**config.mk**
```make
export PLATFORM = sky130hd
export DESIGN_NAME = json_string_escaper
export DESIGN_NICKNAME = d
export VERILOG_FILES = /design/src/rtl/jse_pkg.sv /design/src/rtl/jse_front.sv /design/src/rtl/jse_queue.sv /design/src/rtl/jse_back.sv /design/src/rtl/json_string_escaper.sv
export SDC_FILE = /design/constraint.sdc
export NUM_CORES = 1
export LEC_CHECK = 0
export ABC_AREA = 1
export BUFFER_PORTS_ARGS = -buffer_cell sky130_fd_sc_hd__buf_2
export CAP_MARGIN = 25
export CORE_ASPECT_RATIO = 0.5
export CORE_MARGIN = 2
export CORE_UTILIZATION = 61
export DETAILED_ROUTE_END_ITERATION = 16
export PLACE_DENSITY = 0.81
export SYNTH_ARGS = -nofsm -noshare
export SYNTH_HDL_FRONTEND = slang
export SYNTH_SLANG_ARGS = --single-unit
export TNS_END_PERCENT = 50
```
**constraint.sdc**
```tcl
create_clock -name aclk -period 8.8 [get_ports aclk]
set_clock_uncertainty 0.15 [all_clocks]
set_input_delay 0 -clock aclk [delete_from_list [all_inputs] [get_ports aclk]]
set_output_delay 0 -clock aclk [all_outputs]
set_load 0.01 [all_outputs]
```
**src/rtl/jse_pkg.sv**
```systemverilog
// Shared types, constants and character helpers for the JSON string escaper.
// Used by jse_front, jse_queue, jse_back and json_string_escaper.
// No dependencies.
package jse_pkg;

    // Default depth of the job queue between the front and back parts.
    localparam int JSE_QUEUE_DEPTH = 2;

    // Position of the final character of a six-character escape.
    localparam logic [2:0] JSE_ESC_LAST_POS = 3'd5;

    // Characters used when building escapes.
    localparam logic [7:0] CH_BSLASH = 8'h5C;
    localparam logic [7:0] CH_QUOTE  = 8'h22;
    localparam logic [7:0] CH_LF     = 8'h0A;
    localparam logic [7:0] CH_CR     = 8'h0D;
    localparam logic [7:0] CH_TAB    = 8'h09;
    localparam logic [7:0] CH_BS     = 8'h08;
    localparam logic [7:0] CH_FF     = 8'h0C;
    localparam logic [7:0] CH_DEL    = 8'h7F;
    localparam logic [7:0] CH_ZERO   = 8'h30;
    localparam logic [7:0] CH_LOW_U  = 8'h75;
    localparam logic [7:0] CH_LOW_N  = 8'h6E;
    localparam logic [7:0] CH_LOW_R  = 8'h72;
    localparam logic [7:0] CH_LOW_T  = 8'h74;
    localparam logic [7:0] CH_LOW_B  = 8'h62;
    localparam logic [7:0] CH_LOW_F  = 8'h66;
    localparam logic [7:0] CH_LOW_D  = 8'h64;

    // Byte sequence of up to six characters, element i is sent i-th.
    typedef struct packed {
        logic [2:0]      len;
        logic [5:0][7:0] bytes;
    } jse_seq_t;

    // One job for the back part: a number of replacement-character escapes
    // followed by a tail of up to six literal bytes.
    typedef struct packed {
        logic [2:0]      esc_cnt;
        logic [2:0]      tail_len;
        logic [5:0][7:0] tail;
        logic            last;
    } jse_job_t;

    // Lowercase hex digit for a nibble.
    function automatic logic [7:0] hex_char(input logic [3:0] n);
        logic [7:0] wide;
        wide = {4'h0, n};
        if (n < 4'd10) begin
            return CH_ZERO + wide;
        end
        return 8'h57 + wide;
    endfunction

    // Character at a given position of the replacement-character escape.
    function automatic logic [7:0] fffd_char(input logic [2:0] pos);
        logic [7:0] ch;
        case (pos)
            3'd0: ch = CH_BSLASH;
            3'd1: ch = CH_LOW_U;
            3'd2: ch = CH_LOW_F;
            3'd3: ch = CH_LOW_F;
            3'd4: ch = CH_LOW_F;
            3'd5: ch = CH_LOW_D;
            default: ch = CH_BSLASH;
        endcase
        return ch;
    endfunction

    // Escaped form of a byte that is neither a lead nor part of a sequence.
    function automatic jse_seq_t single_seq(input logic [7:0] c);
        jse_seq_t s;
        s.len   = 3'd2;
        s.bytes = '0;
        s.bytes[0] = CH_BSLASH;
        case (c)
            CH_QUOTE:  s.bytes[1] = CH_QUOTE;
            CH_BSLASH: s.bytes[1] = CH_BSLASH;
            CH_LF:     s.bytes[1] = CH_LOW_N;
            CH_CR:     s.bytes[1] = CH_LOW_R;
            CH_TAB:    s.bytes[1] = CH_LOW_T;
            CH_BS:     s.bytes[1] = CH_LOW_B;
            CH_FF:     s.bytes[1] = CH_LOW_F;
            default: begin
                if (c < 8'h20 || c == CH_DEL) begin
                    s.len      = 3'd6;
                    s.bytes[1] = CH_LOW_U;
                    s.bytes[2] = CH_ZERO;
                    s.bytes[3] = CH_ZERO;
                    s.bytes[4] = hex_char(c[7:4]);
                    s.bytes[5] = hex_char(c[3:0]);
                end else if (c < 8'h80) begin
                    s.len      = 3'd1;
                    s.bytes[0] = c;
                end else begin
                    s.len = 3'd6;
                    for (int i = 0; i < 6; i++) begin
                        s.bytes[i] = fffd_char(3'(i));
                    end
                end
            end
        endcase
        return s;
    endfunction

endpackage

```
**src/rtl/jse_front.sv**
```systemverilog
// Front part of the JSON string escaper: tracks held UTF-8 sequences and turns
// each accepted byte into a job for the back part.
// Depends on jse_pkg.
module jse_front
    import jse_pkg::*;
(
    input  logic       aclk,
    input  logic       aresetn,
    input  logic       accept,
    input  logic [7:0] in_byte,
    input  logic       in_last,
    output logic       push,
    output jse_job_t   job
);

    logic [7:0] held_reg [0:2];
    logic [1:0] held_count_reg, held_count_next;
    logic [1:0] needed_reg, needed_next;
    logic       wr_en;
    logic [1:0] wr_idx;
    logic       is_cont, is_lead;
    jse_seq_t   single;
    logic [5:0][7:0] raw;

    // Classify the byte and work out the job and the next hold state.
    always_comb begin
        is_cont = (in_byte[7:6] == 2'b10);
        is_lead = (in_byte[7:6] == 2'b11);
        single  = single_seq(in_byte);

        for (int i = 0; i < 3; i++) begin
            raw[i] = (2'(i) < held_count_reg) ? held_reg[i] : in_byte;
        end
        raw[3] = in_byte;
        raw[4] = in_byte;
        raw[5] = in_byte;

        job.esc_cnt  = 3'd0;
        job.tail_len = 3'd0;
        job.tail     = single.bytes;
        job.last     = in_last;
        held_count_next = held_count_reg;
        needed_next     = needed_reg;
        wr_en  = 1'b0;
        wr_idx = held_count_reg;

        if (held_count_reg != 2'd0 && is_cont) begin
            if (needed_reg <= 2'd1) begin
                // Sequence complete: pass all of it through unchanged.
                job.tail        = raw;
                job.tail_len    = {1'b0, held_count_reg} + 3'd1;
                held_count_next = 2'd0;
                needed_next     = 2'd0;
            end else begin
                wr_en           = 1'b1;
                held_count_next = held_count_reg + 2'd1;
                needed_next     = needed_reg - 2'd1;
            end
        end else begin
            // Anything held is broken: one replacement escape per held byte.
            job.esc_cnt = {1'b0, held_count_reg};
            if (is_lead) begin
                wr_en           = 1'b1;
                wr_idx          = 2'd0;
                held_count_next = 2'd1;
                needed_next     = (in_byte >= 8'hF0) ? 2'd3 :
                                  (in_byte >= 8'hE0) ? 2'd2 : 2'd1;
            end else begin
                job.tail_len    = single.len;
                held_count_next = 2'd0;
                needed_next     = 2'd0;
            end
        end

        // End of string with an incomplete sequence: flush it.
        if (in_last && held_count_next != 2'd0) begin
            job.esc_cnt     = job.esc_cnt + {1'b0, held_count_next};
            held_count_next = 2'd0;
            needed_next     = 2'd0;
        end

        push = accept && (job.esc_cnt != 3'd0 || job.tail_len != 3'd0);
    end

    // Hold state.
    always_ff @(posedge aclk) begin
        if (!aresetn) begin
            held_count_reg <= 2'd0;
            needed_reg     <= 2'd0;
        end else if (accept) begin
            held_count_reg <= held_count_next;
            needed_reg     <= needed_next;
        end
    end

    // Held bytes need no reset: only entries below the count are read.
    always_ff @(posedge aclk) begin
        if (accept && wr_en) begin
            held_reg[wr_idx] <= in_byte;
        end
    end

`ifndef ASSERT_OFF
    // A held sequence always still expects at least one continuation.
    a_held_needs: assert property (@(posedge aclk) disable iff (!aresetn)
        held_count_reg != 2'd0 |-> needed_reg != 2'd0)
        else $error("held bytes without expected continuations");

    // Held plus expected bytes never exceed a four-byte sequence.
    a_seq_len: assert property (@(posedge aclk) disable iff (!aresetn)
        ({1'b0, held_count_reg} + {1'b0, needed_reg}) <= 3'd4)
        else $error("held sequence longer than four bytes");
`endif

endmodule

```
**src/rtl/jse_queue.sv**
```systemverilog
// Short job queue between the front and back parts of the escaper.
// Depends on jse_pkg.
module jse_queue
    import jse_pkg::*;
#(
    parameter int Depth = JSE_QUEUE_DEPTH
) (
    input  logic     aclk,
    input  logic     aresetn,
    input  logic     push,
    input  jse_job_t push_job,
    input  logic     pop,
    output logic     full,
    output logic     head_valid,
    output jse_job_t head_job
);

    localparam int PtrW = (Depth > 1) ? $clog2(Depth) : 1;
    localparam int CntW = $clog2(Depth + 1);
    localparam logic [PtrW-1:0] PtrLast = PtrW'(Depth - 1);

    jse_job_t        mem_reg [0:Depth-1];
    logic [PtrW-1:0] wr_ptr_reg, rd_ptr_reg;
    logic [CntW-1:0] count_reg;

    assign full       = (count_reg == CntW'(Depth));
    assign head_valid = (count_reg != '0);
    assign head_job   = mem_reg[rd_ptr_reg];

    // Pointers and fill count.
    always_ff @(posedge aclk) begin
        if (!aresetn) begin
            wr_ptr_reg <= '0;
            rd_ptr_reg <= '0;
            count_reg  <= '0;
        end else begin
            if (push) begin
                wr_ptr_reg <= (wr_ptr_reg == PtrLast) ? '0 : wr_ptr_reg + 1'b1;
            end
            if (pop) begin
                rd_ptr_reg <= (rd_ptr_reg == PtrLast) ? '0 : rd_ptr_reg + 1'b1;
            end
            if (push && !pop) begin
                count_reg <= count_reg + 1'b1;
            end else if (pop && !push) begin
                count_reg <= count_reg - 1'b1;
            end
        end
    end

    // Job storage.
    always_ff @(posedge aclk) begin
        if (push) begin
            mem_reg[wr_ptr_reg] <= push_job;
        end
    end

`ifndef ASSERT_OFF
    // The queue is neither overfilled nor drained below empty.
    a_no_overflow: assert property (@(posedge aclk) disable iff (!aresetn)
        (push |-> (!full || pop)) and (pop |-> head_valid))
        else $error("job queue overflow or underflow");
`endif

endmodule

```
**src/rtl/jse_back.sv**
```systemverilog
// Back part of the escaper: expands queued jobs into escaped output bytes,
// one per cycle while out_ready allows, through an output register.
// Depends on jse_pkg.
module jse_back
    import jse_pkg::*;
(
    input  logic       aclk,
    input  logic       aresetn,
    input  logic       head_valid,
    input  jse_job_t   head_job,
    output logic       pop,
    input  logic       out_ready,
    output logic       out_valid,
    output logic [7:0] out_byte,
    output logic       out_last
);

    logic [2:0] esc_done_reg, esc_done_next;
    logic [2:0] pos_reg, pos_next;
    logic       out_valid_reg;
    logic [7:0] out_byte_reg;
    logic       out_last_reg;
    logic       advance, in_esc, final_byte;
    logic [7:0] cur_byte;

    assign out_valid = out_valid_reg;
    assign out_byte  = out_byte_reg;
    assign out_last  = out_last_reg;

    // Pick the next byte of the current job and step the counters.
    always_comb begin
        advance = head_valid && (!out_valid_reg || out_ready);
        in_esc  = (esc_done_reg != head_job.esc_cnt);
        esc_done_next = esc_done_reg;
        pos_next      = pos_reg + 3'd1;
        if (in_esc) begin
            cur_byte   = fffd_char(pos_reg);
            final_byte = (esc_done_reg == head_job.esc_cnt - 3'd1) &&
                         (pos_reg == JSE_ESC_LAST_POS) && (head_job.tail_len == 3'd0);
            if (pos_reg == JSE_ESC_LAST_POS) begin
                pos_next      = 3'd0;
                esc_done_next = esc_done_reg + 3'd1;
            end
        end else begin
            cur_byte   = head_job.tail[pos_reg];
            final_byte = (pos_reg == head_job.tail_len - 3'd1);
        end
        if (final_byte) begin
            pos_next      = 3'd0;
            esc_done_next = 3'd0;
        end
        pop = advance && final_byte;
    end

    // Job counters and output register.
    always_ff @(posedge aclk) begin
        if (!aresetn) begin
            esc_done_reg  <= 3'd0;
            pos_reg       <= 3'd0;
            out_valid_reg <= 1'b0;
        end else begin
            if (advance) begin
                esc_done_reg  <= esc_done_next;
                pos_reg       <= pos_next;
                out_valid_reg <= 1'b1;
            end else if (out_ready) begin
                out_valid_reg <= 1'b0;
            end
        end
    end

    always_ff @(posedge aclk) begin
        if (advance) begin
            out_byte_reg <= cur_byte;
            out_last_reg <= final_byte && head_job.last;
        end
    end

`ifndef ASSERT_OFF
    // The escape counter never runs past the job's escape count.
    a_esc_bound: assert property (@(posedge aclk) disable iff (!aresetn)
        head_valid |-> esc_done_reg <= head_job.esc_cnt)
        else $error("escape counter beyond job");
`endif

endmodule

```
**src/rtl/json_string_escaper.sv**
```systemverilog
// JSON string escaper with UTF-8 repair.
//
// Input channel s_*: one raw string byte per transfer, s_in_last on the final
// byte of a string. Output channel m_*: one byte of escaped text per transfer,
// m_out_last on the final output byte of a string.
// Quote and backslash are escaped, control bytes become short or \u00xx
// escapes, complete UTF-8 sequences pass unchanged, and each byte of a broken
// or unfinished sequence becomes \ufffd.
// When the block is idle, an item's first output byte passes the job queue and then
// the output register before it is presented on m_*.
// Throughput: the back part emits one output byte per cycle while m_ready allows;
// an item makes one output byte for plain ASCII and up to 24 in all.
// Bytes held in a sequence make no output.
// A queue of QueueDepth jobs parts the front from the back, so the input is
// taken while output bytes drain; s_ready drops when that queue is full.
// When the receiver stalls, the output register holds its byte and the queue
// fills, then the input stalls. Reset (aresetn low, synchronous) empties the
// queue and the output register and drops any held sequence.
// Depends on jse_pkg, jse_front, jse_queue and jse_back.
module json_string_escaper
    import jse_pkg::*;
#(
    parameter int QueueDepth = JSE_QUEUE_DEPTH
) (
    input  logic       aclk,
    input  logic       aresetn,
    input  logic       s_valid,
    output logic       s_ready,
    input  logic [7:0] s_in_byte,
    input  logic       s_in_last,
    output logic       m_valid,
    input  logic       m_ready,
    output logic [7:0] m_out_byte,
    output logic       m_out_last
);

    logic     accept, push, pop, full, head_valid;
    jse_job_t job, head_job;

    assign s_ready = !full;
    assign accept  = s_valid && s_ready;

    // Classify incoming bytes into jobs.
    jse_front u_front (
        .aclk    (aclk),
        .aresetn (aresetn),
        .accept  (accept),
        .in_byte (s_in_byte),
        .in_last (s_in_last),
        .push    (push),
        .job     (job)
    );

    // Queue of jobs between the two parts.
    jse_queue #(
        .Depth (QueueDepth)
    ) u_queue (
        .aclk       (aclk),
        .aresetn    (aresetn),
        .push       (push),
        .push_job   (job),
        .pop        (pop),
        .full       (full),
        .head_valid (head_valid),
        .head_job   (head_job)
    );

    // Expand jobs into output bytes.
    jse_back u_back (
        .aclk       (aclk),
        .aresetn    (aresetn),
        .head_valid (head_valid),
        .head_job   (head_job),
        .pop        (pop),
        .out_ready  (m_ready),
        .out_valid  (m_valid),
        .out_byte   (m_out_byte),
        .out_last   (m_out_last)
    );

endmodule
```
* Word level (Yosys, flattened, before mapping)
Memories as Yosys holds them, arrays and structs flattened. A register that Yosys moved wholly into a read port is not among the register bits.
Cells that the tools add are included.
Widths: inputs -> output; s select.
** Word-level totals
- Bits in writable memories :: 134
- Bits of input ports :: 13
- Output and inout port bits :: 11
- Bits in registers :: 24
- Memories :: 2
- Word-level logic and storage cells :: 155
** Memories
- u_queue.mem_reg :: words 2, width 55, read ports 1, clocked after Yosys merged registers in 1, write ports 1, RTL line jse_queue.sv:22 : jse_job_t mem_reg [0:Depth-1];
- u_front.held_reg :: words 3, width 8, read ports 3, clocked after Yosys merged registers in 0, write ports 1, RTL line jse_front.sv:16 : logic [7:0] held_reg [0:2];
** Cells by class
- Order comparisons :: 11
- Muxes and demuxes :: 65
- Reductions and logical operators :: 32
- Equal/unequal tests :: 19
- Add/sub/neg operators :: 16
** Operators with widths (count)
- $mux 8 :: 12
- $pmux 8 s7 :: 1
- $mux 51 :: 1
- $mux 48 :: 1
- $mux 43 :: 1
- $eq 8x4->1 const B :: 5
- $mux 39 :: 1
- $mux 35 :: 1
- $mux 3 :: 10
- $mux 2 :: 14
- $bmux 8 s3 :: 1
- $mux 1 :: 21
- $pmux 6 s3 :: 1
- $add 7x4->8 const A :: 2
- $eq 8x7->1 const B :: 2
- $ge 8x8->1 const B :: 2
- $add 6x4->7 const A :: 2
- $reduce_bool 2->1 :: 7
- $logic_and 1x1->1 :: 12
- $eq 8x6->1 const B :: 1
- $lt 4x4->1 const B :: 2
- $lt 8x6->1 const B :: 1
- $lt 8x8->1 const B :: 1
- $reduce_or 7->1 :: 1
- other kinds (23) :: 40

* Longest topological paths before layout
Gate-level depths: netlist (run 1).
- Word-level depth :: 16
- Gate-level depth with buffers :: 21
- Gate-level depth less buffers :: 20

* Cells and area by module
From an unflattened synthesis (run 1), not the netlist that was laid out.
** Unflattened totals
- Cells, all modules :: 735
- Area total of the unflattened synthesis :: 8240.4 µm²
** Modules (own cells, without submodules)
- jse_queue :: area an instance 4449.3 µm², instances 1, sequential area each 3403.3 µm², cells each 206
- jse_front :: area an instance 2243.4 µm², instances 1, sequential area each 800.8 µm², cells each 291
- jse_back :: area an instance 1534.0 µm², instances 1, sequential area each 410.4 µm², cells each 235
- json_string_escaper :: area an instance 13.8 µm², instances 1, sequential area each 0.0 µm², cells each 3

* Least setup slack after synthesis (run 1)
OpenSTA, ideal clock, no wires.
- Path kind :: register to register
- Start :: reg u_front.held_count_reg[1]
- End :: mem u_queue.mem_reg[0][0] (netlist bit) (enable)
- Data required time :: 8186 ps
- Setup slack :: 3690 ps
- Buffers on the path :: 1
- Data arrival time :: 4496 ps
- Stages on the path, launching flop included :: 16
- Setup time :: 464 ps
- Clock period less this slack :: 5110 ps
- Path through :: dfxtp_1 -> clkbuf_1 -> inv_1 -> ha_1 -> inv_1 -> nand2_1 -> nand2_1 -> inv_1 -> ha_1 -> fa_1 -> nand3_1 -> nand3_1 -> nor2_2 -> nand2_2 -> nand2_1 -> nor2_1
** On the way
- Longest elaborated chain between the ends :: 11
- Elaborated cells on any way between the ends :: 19
- Classes of those cells :: add/sub: 3; mux: 8; reduce/logical: 8
** RTL lines
- start, declared :: RTL line jse_front.sv:17 : logic [1:0] held_count_reg, held_count_next;
- start signal, assigned :: RTL line jse_front.sv:91 : held_count_reg <= held_count_next;
- branches (longest 7 deep; another with $add 2x2->3)
- $logic_or 1x1->1 (*) :: RTL line jse_front.sv:82 : push = accept && (job.esc_cnt != 3'd0 || job.tail_len != 3'd0);
- $logic_and 1x1->1 (*) :: RTL line jse_front.sv:82
- $mux 1 (*) :: RTL line jse_queue.sv:53 : if (push) begin
- $mux 1 (implied by the code) (*) :: RTL line jse_queue.sv:54 : mem_reg[wr_ptr_reg] <= push_job;
- end, declared :: RTL line jse_queue.sv:22
Every way passes the cells marked *.

==> results of run 1 <==
## area by class of cell
class	count	area, um2
sequential	155	4500
inverter	62	238
multi-input combinational	464	2530
clock inverter	10	118
clock buffer	22	454
fill	819	3480
timing repair buffer	42	320
tap	165	206
## worst max path at each step
stage / startpoint / endpoint / slack, ns
floorplan: u_front.held_count_reg[1] / u_queue.mem_reg[0][0] / 3.69
global placement: u_front.held_count_reg[1] / u_queue.mem_reg[1][39] / 4.68
detailed placement: flop / u_queue.count_reg[1] / 4.64
CTS: flop / u_queue.count_reg[1] / 4.60
global route: u_front.held_count_reg[1] / u_queue.count_reg[1] / 4.23
finish: flop / u_queue.count_reg[1] / 4.58
## cells by family after synthesis
logic type	Yosys count	synth area share, %
simple gates	254	14.5
compound gates	173	13.5
flops	155	60.7
buf+inv	93	5.29
fa+ha+maj	23	3.99
xor+xnor	12	1.72
mux	2	0.270
## timing repair
action | 4_1_cts | 5_1_grt
hold buffers | 12 | 0
endpoints found under the hold margin | 54 | 0
endpoints found under the setup margin | 0 | 0
## worst register-to-register path, cell delays in order (launching register included)
cell     delay, ns
dfxtp_2       1.01
inv_2         0.60
o21ai_2       0.34
ha_1          0.19
ha_1          0.23
xor2_1        0.13
nand2_1       0.06
nor2_1        0.12
nand2_2       0.07
nand2_2       0.09
inv_2         0.06
nor2_2        0.15
inv_1         0.08
ha_1          0.32
a21oi_1       0.15
o21ai_0       0.14
o21ai_0       0.17
a21oi_1       0.05
## power groups by stage
stage | combinational (mW) | clock, mW | sequential, mW
floorplan | 0.195 | 0 | 0.919
global placement | 0.271 | 0 | 0.928
detailed placement | 0.281 | 0 | 0.930
CTS | 0.289 | 0.712 | 0.915
global route | 0.341 | 0.741 | 0.914
finish | 0.311 | 0.712 | 0.909
## metal layers
| metal | global-route usage [%] | up-vias | wire [um] | share of wire (%) |
|---|---|---|---|---|
| met4 | 9.19 | 0 | 285 | 1.6 |
| li1 | - | 2560 | - | - |
| met2 | 42.4 | 334 | 7660 | 43 |
| met3 | 8.23 | 33 | 2170 | 12 |
| met1 | 40.5 | 2635 | 7770 | 43 |
| met5 | 0 | - | 0 | 0 |
## cells in the final DEF, fill, tap and decap left out, types with 2 or more instances in the layout
cell	instances
nor2_1	99
nand3b_1	2
clkinv_1	3
nor2_2	2
clkbuf_1	4
a31oi_1	5
buf_2	23
a21oi_1	44
bufinv_16	2
mux2i_1	2
a32o_1	3
xor2_2	3
inv_2	6
xor2_1	9
nand2_1	102
o221ai_1	11
clkinv_4	4
buf_4	4
edfxtp_1	139
dlygate4sd3_1	12
nor2_4	4
nand2_2	11
a22oi_1	2
ha_1	22
clkinv_2	3
o21ai_2	4
o21ai_0	76
inv_1	52
dfxtp_1	15
nor4_1	2
o22ai_1	17
o211ai_1	5
nand3_1	25
clkbuf_16	17
nor3_1	3
o311ai_0	2
nand3_2	2
## per-stage QoR
step           setup slack, ns  hold slack [ns]  utilization, %  instance area, um2
2_1_floorplan             3.69          -0.0511               -                7410
3_3_place_gp              4.68            0.161            64.3                7610
3_5_place_dp              4.64            0.163            64.5                7630
4_1_cts                   4.60            0.270            70.3                8320
5_1_grt                   4.23            0.293            70.6                8360
6_report                  4.58            0.266            70.6                8360
==> flow_metrics.tcl, run 1 <==
set metrics [dict create \
    drive_gt1_share_pct 12.5 \
    ys_seq_area_share_pct 60.7 \
    numCtsBuffers 17 \
    grt-ovfl-total 0 \
    worstPathCellList "inv_2, o21ai_2, ha_1, ha_1, xor2_1, nand2_1, nor2_1, nand2_2, nand2_2, inv_2, nor2_2, inv_1, ha_1, a21oi_1, o21ai_0, o21ai_0, a21oi_1" \
    max_slew_margin_pct 30.5 \
    rsz0062_at_grt "no" \
    dp.final_hpwl_um 11600 \
    fin_crit_ns 4.22 \
    arrival_ns 4.38 \
    timing.rr.end "u_queue.count_reg[1]" \
    total_power_mw 1.93 \
    worstHoldStart "s_in_byte[0]" \
    synth.cell_area_um2 7410 \
    cpMostUsedCell "ha_1" \
    pwr-share-comb_pct 16.1 \
    min_to "u_front.held_reg[1][0]" \
    endpoint_kind "flop" \
    wire_per_inst_um 19.4 \
    slowest_delay_ns 1.01 \
    initial_core_util_pct 62.5 \
    clock_path_buffers 2 \
    dieArea_um2 13100 \
    ys_warn_count 0 \
    path_buf_inv 3 \
    synth_nets 748 \
    place_inst 874 \
    wl_um 17900 \
    ir_drop_v 0.000170 \
    die_w_um 160 \
    rr_worst_depth 17 \
    fin_cells 920 \
    cts_max_level 4 \
    p_leak_nw 3.26 \
    worst_pin_slew_ns 1.04 \
    vias_per_cell 6.05 \
    clk_pin_slew_worst_paths_ns 0.06 \
    num_rows 28 \
    cts_root_buf "clkbuf_16" \
    clkSinkCount 155 \
    largest_reg_flops 106 \
    status "finished clean" \
    ctsResizeCount 0 \
    cp_max_fo 56 \
    swShare_pct 27.2 \
    tns_ns 0 \
    clkPwrFrac_pct 36.9 \
    critPathTopFamily "flip-flops" \
    hold_class "in -> reg" \
    gp_congestion 0.952 \
    synth-main-ff-cell "edfxtp_1" \
    netlist.area_leader.share_pct 56.4 \
    synthMostInstantiatedCell "edfxtp_1" \
    post_cts_buffers 0 \
    postSynthCellCount 712 \
    clk-insertion-delay-late_ns 0.43 \
    avgSynthCellArea_um2 10.4 \
    synthTopCellsByArea "edfxtp_1, nand2_1, o21ai_0, nor2_1, dfxtp_1" \
    cts_tree "yes" \
    maxCapViolCount 0 \
    cp.required_ns 8.96 \
    setup_violations 0 \
    powerDensity_nw_per_um2 231 \
    grt_max_degree 57 \
    port_buffers 23 \
    dieHeight_um 81.9 \
    seqPwrFrac_pct 47.1 \
    drc 0 \
    vias 5562 \
    coreArea_um2 11800 \
    finalMaxSlewViolations 0 \
    synthArstFlopShare_pct 0 \
    yosysUniqueCellTypes 42 \
    firstDrtPassIters 7 \
    ff2ff_setup_slack_ns 4.58 \
    drt_iter0_markers 802 \
    synth_area_leader_cell "edfxtp_1" \
    num_io_pins 24 \
    synth_edf_count 139 \
    hold_violations 0 \
    ant_nets 0 \
    antenna_found_initial 0 \
    ys_top_cells_by_count "edfxtp_1, nand2_1, nor2_1" \
    num_antenna_cells 0 \
    grt_pass1_vias 5008 \
    crit_cells 17 \
    synthToLayoutAreaGrowth_pct 12.9 \
    ys_ff_latch 155 \
    nNetsFinal 778 \
    power.switching_mw 0.526 \
    grt_pass1_wl_um 27100 \
    p_int_mw 1.41 \
    holdPathStages 2 \
    period_share_pct 47.9 \
    maxClockFrequency_ghz 0.237 \
    cp-start-kind "flop" \
    cp_slowest_cell "dfxtp_2" \
    path_class "reg -> reg" \
    grtUsageTotal_pct 28.4 \
]
(Power assumes the default switching activity.)
==> inputs of run 2 (changes only) <==
--- a/config.mk
+++ b/config.mk
@@ -10,9 +10,9 @@
 export CAP_MARGIN = 25
 export CORE_ASPECT_RATIO = 0.5
 export CORE_MARGIN = 2
-export CORE_UTILIZATION = 61
+export CORE_UTILIZATION = 56
 export DETAILED_ROUTE_END_ITERATION = 16
-export PLACE_DENSITY = 0.81
+export PLACE_DENSITY = 0.79
 export SYNTH_ARGS = -nofsm -noshare
 export SYNTH_HDL_FRONTEND = slang
 export SYNTH_SLANG_ARGS = --single-unit
==> constraint.sdc (replaced) <==
create_clock -name aclk -period 3.64 [get_ports aclk]
set_clock_uncertainty 0.15 [all_clocks]
set_input_delay 0 -clock aclk [delete_from_list [all_inputs] [get_ports aclk]]
set_output_delay 0 -clock aclk [all_outputs]
set_load 0.01 [all_outputs]
==> run 2 against run 1 <==
First-iteration DRC count up 0.37%. Clock power is 150% higher. Final area is 1.5% higher. Worst setup slack got worse by 4.3 ns. Critical path type unchanged. Largest cell class unchanged.
==> flow_metrics.tcl, run 2 (synthesis results as in run 1) <==
set metrics [dict create \
    endpoint_kind "flop" \
    maxCapViolCount 0 \
    cp_max_fo 6 \
    powerDensity_nw_per_um2 556 \
    arrival_ns 3.53 \
    total_power_mw 4.71 \
    gp_congestion 0.892 \
    cp.required_ns 3.79 \
    fill_cells 943 \
    holdPathStages 2 \
    clk-insertion-delay-late_ns 0.43 \
    num_antenna_cells 0 \
    wl_met1_um 7890 \
    critPathTopFamily "adder cells" \
    tns_ns 0 \
    cts_root_buf "clkbuf_16" \
    worstPathCellList "inv_1, ha_1, inv_1, nand2_2, nand2_1, inv_1, ha_1, fa_1, nand3_1, nand3_1, nor2_2, nand2_2, nand2_1, inv_1, ha_1, a21oi_1, o21ai_0, o21ai_1, a21oi_1" \
    coreArea_um2 12800 \
    r2r-start "u_front.held_count_reg[0]" \
    fin_ws_ns 0.251 \
    ir_drop_v 0.000367 \
    min_to "u_front.held_reg[1][0]" \
    wire_per_inst_um 19.4 \
    postLayoutCellArea_um2 8480 \
    grt_pass1_vias 5322 \
    hold_class "in -> reg" \
    routed-wl-met3_um 2240 \
    clkPwrFrac_pct 37.2 \
    rsz0062_at_grt "no" \
    seq_area_um2 4500 \
    grt_pass1_wl_um 28600 \
    grt_max_degree 47 \
    path_buf_inv 4 \
    swShare_pct 27.7 \
    slowest_delay_ns 0.44 \
    drt_iter0_markers 805 \
    initial_core_util_pct 58.0 \
    clk_pin_slew_worst_paths_ns 0.06 \
    num_io_pins 24 \
    power.switching_mw 1.31 \
    dp_slack_ns 0.175 \
    clkSinkCount 155 \
    cp_slowest_cell "fa_1" \
    firstDrtPassIters 6 \
    hold_violations 0 \
    cts_max_level 4 \
    largest_reg_flops 106 \
    cp-startpoint "u_front.held_count_reg[0]" \
    numCtsBuffers 17 \
    cts_tree "yes" \
    antenna_found_initial 0 \
    max_slew_margin_pct 47.2 \
    layout_commonest_cell "edfxtp_1" \
    finalMaxSlewViolations 0 \
    fin_util_pct 66.4 \
    drc 0 \
    wl_met2_um 7860 \
    nNetsFinal 790 \
    dp.final_hpwl_um 12300 \
    port_buffers 23 \
    rr_worst_depth 19 \
    multi_input_area_um2 2530 \
    final_cell_mix "edfxtp_1, nand2_1, nor2_1" \
    p_int_mw 3.41 \
    clock_path_buffers 2 \
    cpMostUsedCell "inv_1" \
    status "finished clean" \
    wl_um 18200 \
    worst_pin_slew_ns 0.792 \
    setup_violations 0 \
    grtUsageTotal_pct 26.8 \
    ant_nets 0 \
    p_leak_nw 3.32 \
    fin_crit_ns 3.39 \
    drive_gt1_share_pct 14.2 \
    highest_layer "met4" \
    maxClockFrequency_ghz 0.295 \
    worstHoldStart "s_in_byte[0]" \
    ff2ff_setup_slack_ns 0.25 \
    num_rows 29 \
    timing.rr.end "u_queue.count_reg[1]" \
    period_share_pct 93.1 \
    path_class "reg -> reg" \
    vias 5638 \
    cp-start-kind "flop" \
    dpl_cell_area_um2 7770 \
    seqPwrFrac_pct 46.1 \
    dieArea_um2 14200 \
    die_w_um 167 \
    synthToLayoutAreaGrowth_pct 14.5 \
    grt-ovfl-total 0 \
    dieHeight_um 85.3 \
    vias_per_cell 6.02 \
    pwr-share-comb_pct 16.7 \
]
run 2: cell types whose count changed in the layout (fill, tap and decap cells not counted), moves of 2 or more:
cell,before,now
clkinv_2,3,1
buf_12,1,3
clkbuf_1,4,2
buf_4,4,16
inv_6,1,3
run 2: worst max-delay path by stage:
| stage | slack, ns | depth (start not counted) | to |
|---|---|---|---|
| 2_1_floorplan | 0.05 | 15 | u_queue.mem_reg[0][0] |
| 3_3_place_gp | 0.33 | 15 | u_queue.mem_reg[1][18] |
| 3_5_place_dp | 0.18 | 19 | u_queue.count_reg[1] |
| 4_1_cts | 0.14 | 19 | u_queue.count_reg[1] |
| 5_1_grt | 0.006 | 19 | u_queue.count_reg[1] |
| 6_report | 0.25 | 19 | u_queue.count_reg[1] |
run 2: worst reg2reg max path: stages, from the launching register on:
cell and delay (ns):
dfxtp_2 0.37, inv_1 0.10, ha_1 0.23, inv_1 0.13
nand2_2 0.12, nand2_1 0.11, inv_1 0.04, ha_1 0.18
fa_1 0.44, nand3_1 0.13, nand3_1 0.10, nor2_2 0.12
nand2_2 0.07, nand2_1 0.12, inv_1 0.06, ha_1 0.32
a21oi_1 0.14, o21ai_0 0.12, o21ai_1 0.15, a21oi_1 0.07
run 2: routing by layer:
layer	GRT usage, %	vias to the layer above
met4	7.13	0
met1	39.7	2662
met5	0	-
li1	-	2587
met2	39.7	361
met3	6.72	28
run 2: metrics by stage:
step           cells  hold slack (ns)
2_1_floorplan    712          -0.0511
4_1_cts          937            0.262
5_1_grt          937            0.287
6_report         937            0.268
3_5_place_dp     893            0.162
3_3_place_gp     893            0.151
run 2: power by group through the flow:
stage          Clock, mW  Combinational [mW]  Sequential (mW)
2_1_floorplan          0               0.474             2.22
3_3_place_gp           0               0.736             2.20
3_5_place_dp           0               0.755             2.20
4_1_cts             1.76               0.774             2.17
5_1_grt             1.84               0.859             2.18
6_report            1.76               0.788             2.17
run 2: layout make-up:
cell class	instances	share of cell area (%)
Sequential cell	155	53.0
Clock buffer	20	5.27
Timing Repair Buffer	54	4.90
Multi-Input combinational cell	464	29.8
Inverter	62	2.85
Tap cell	170	2.51
Clock inverter	12	1.62
run 2: timing repair:
item                                   CTS  global route
hold buffers                            12             0
endpoints found under the hold margin   56             0
buffers inserted                         0             0
gates resized for setup                  0             3
setup endpoints to repair                0            39
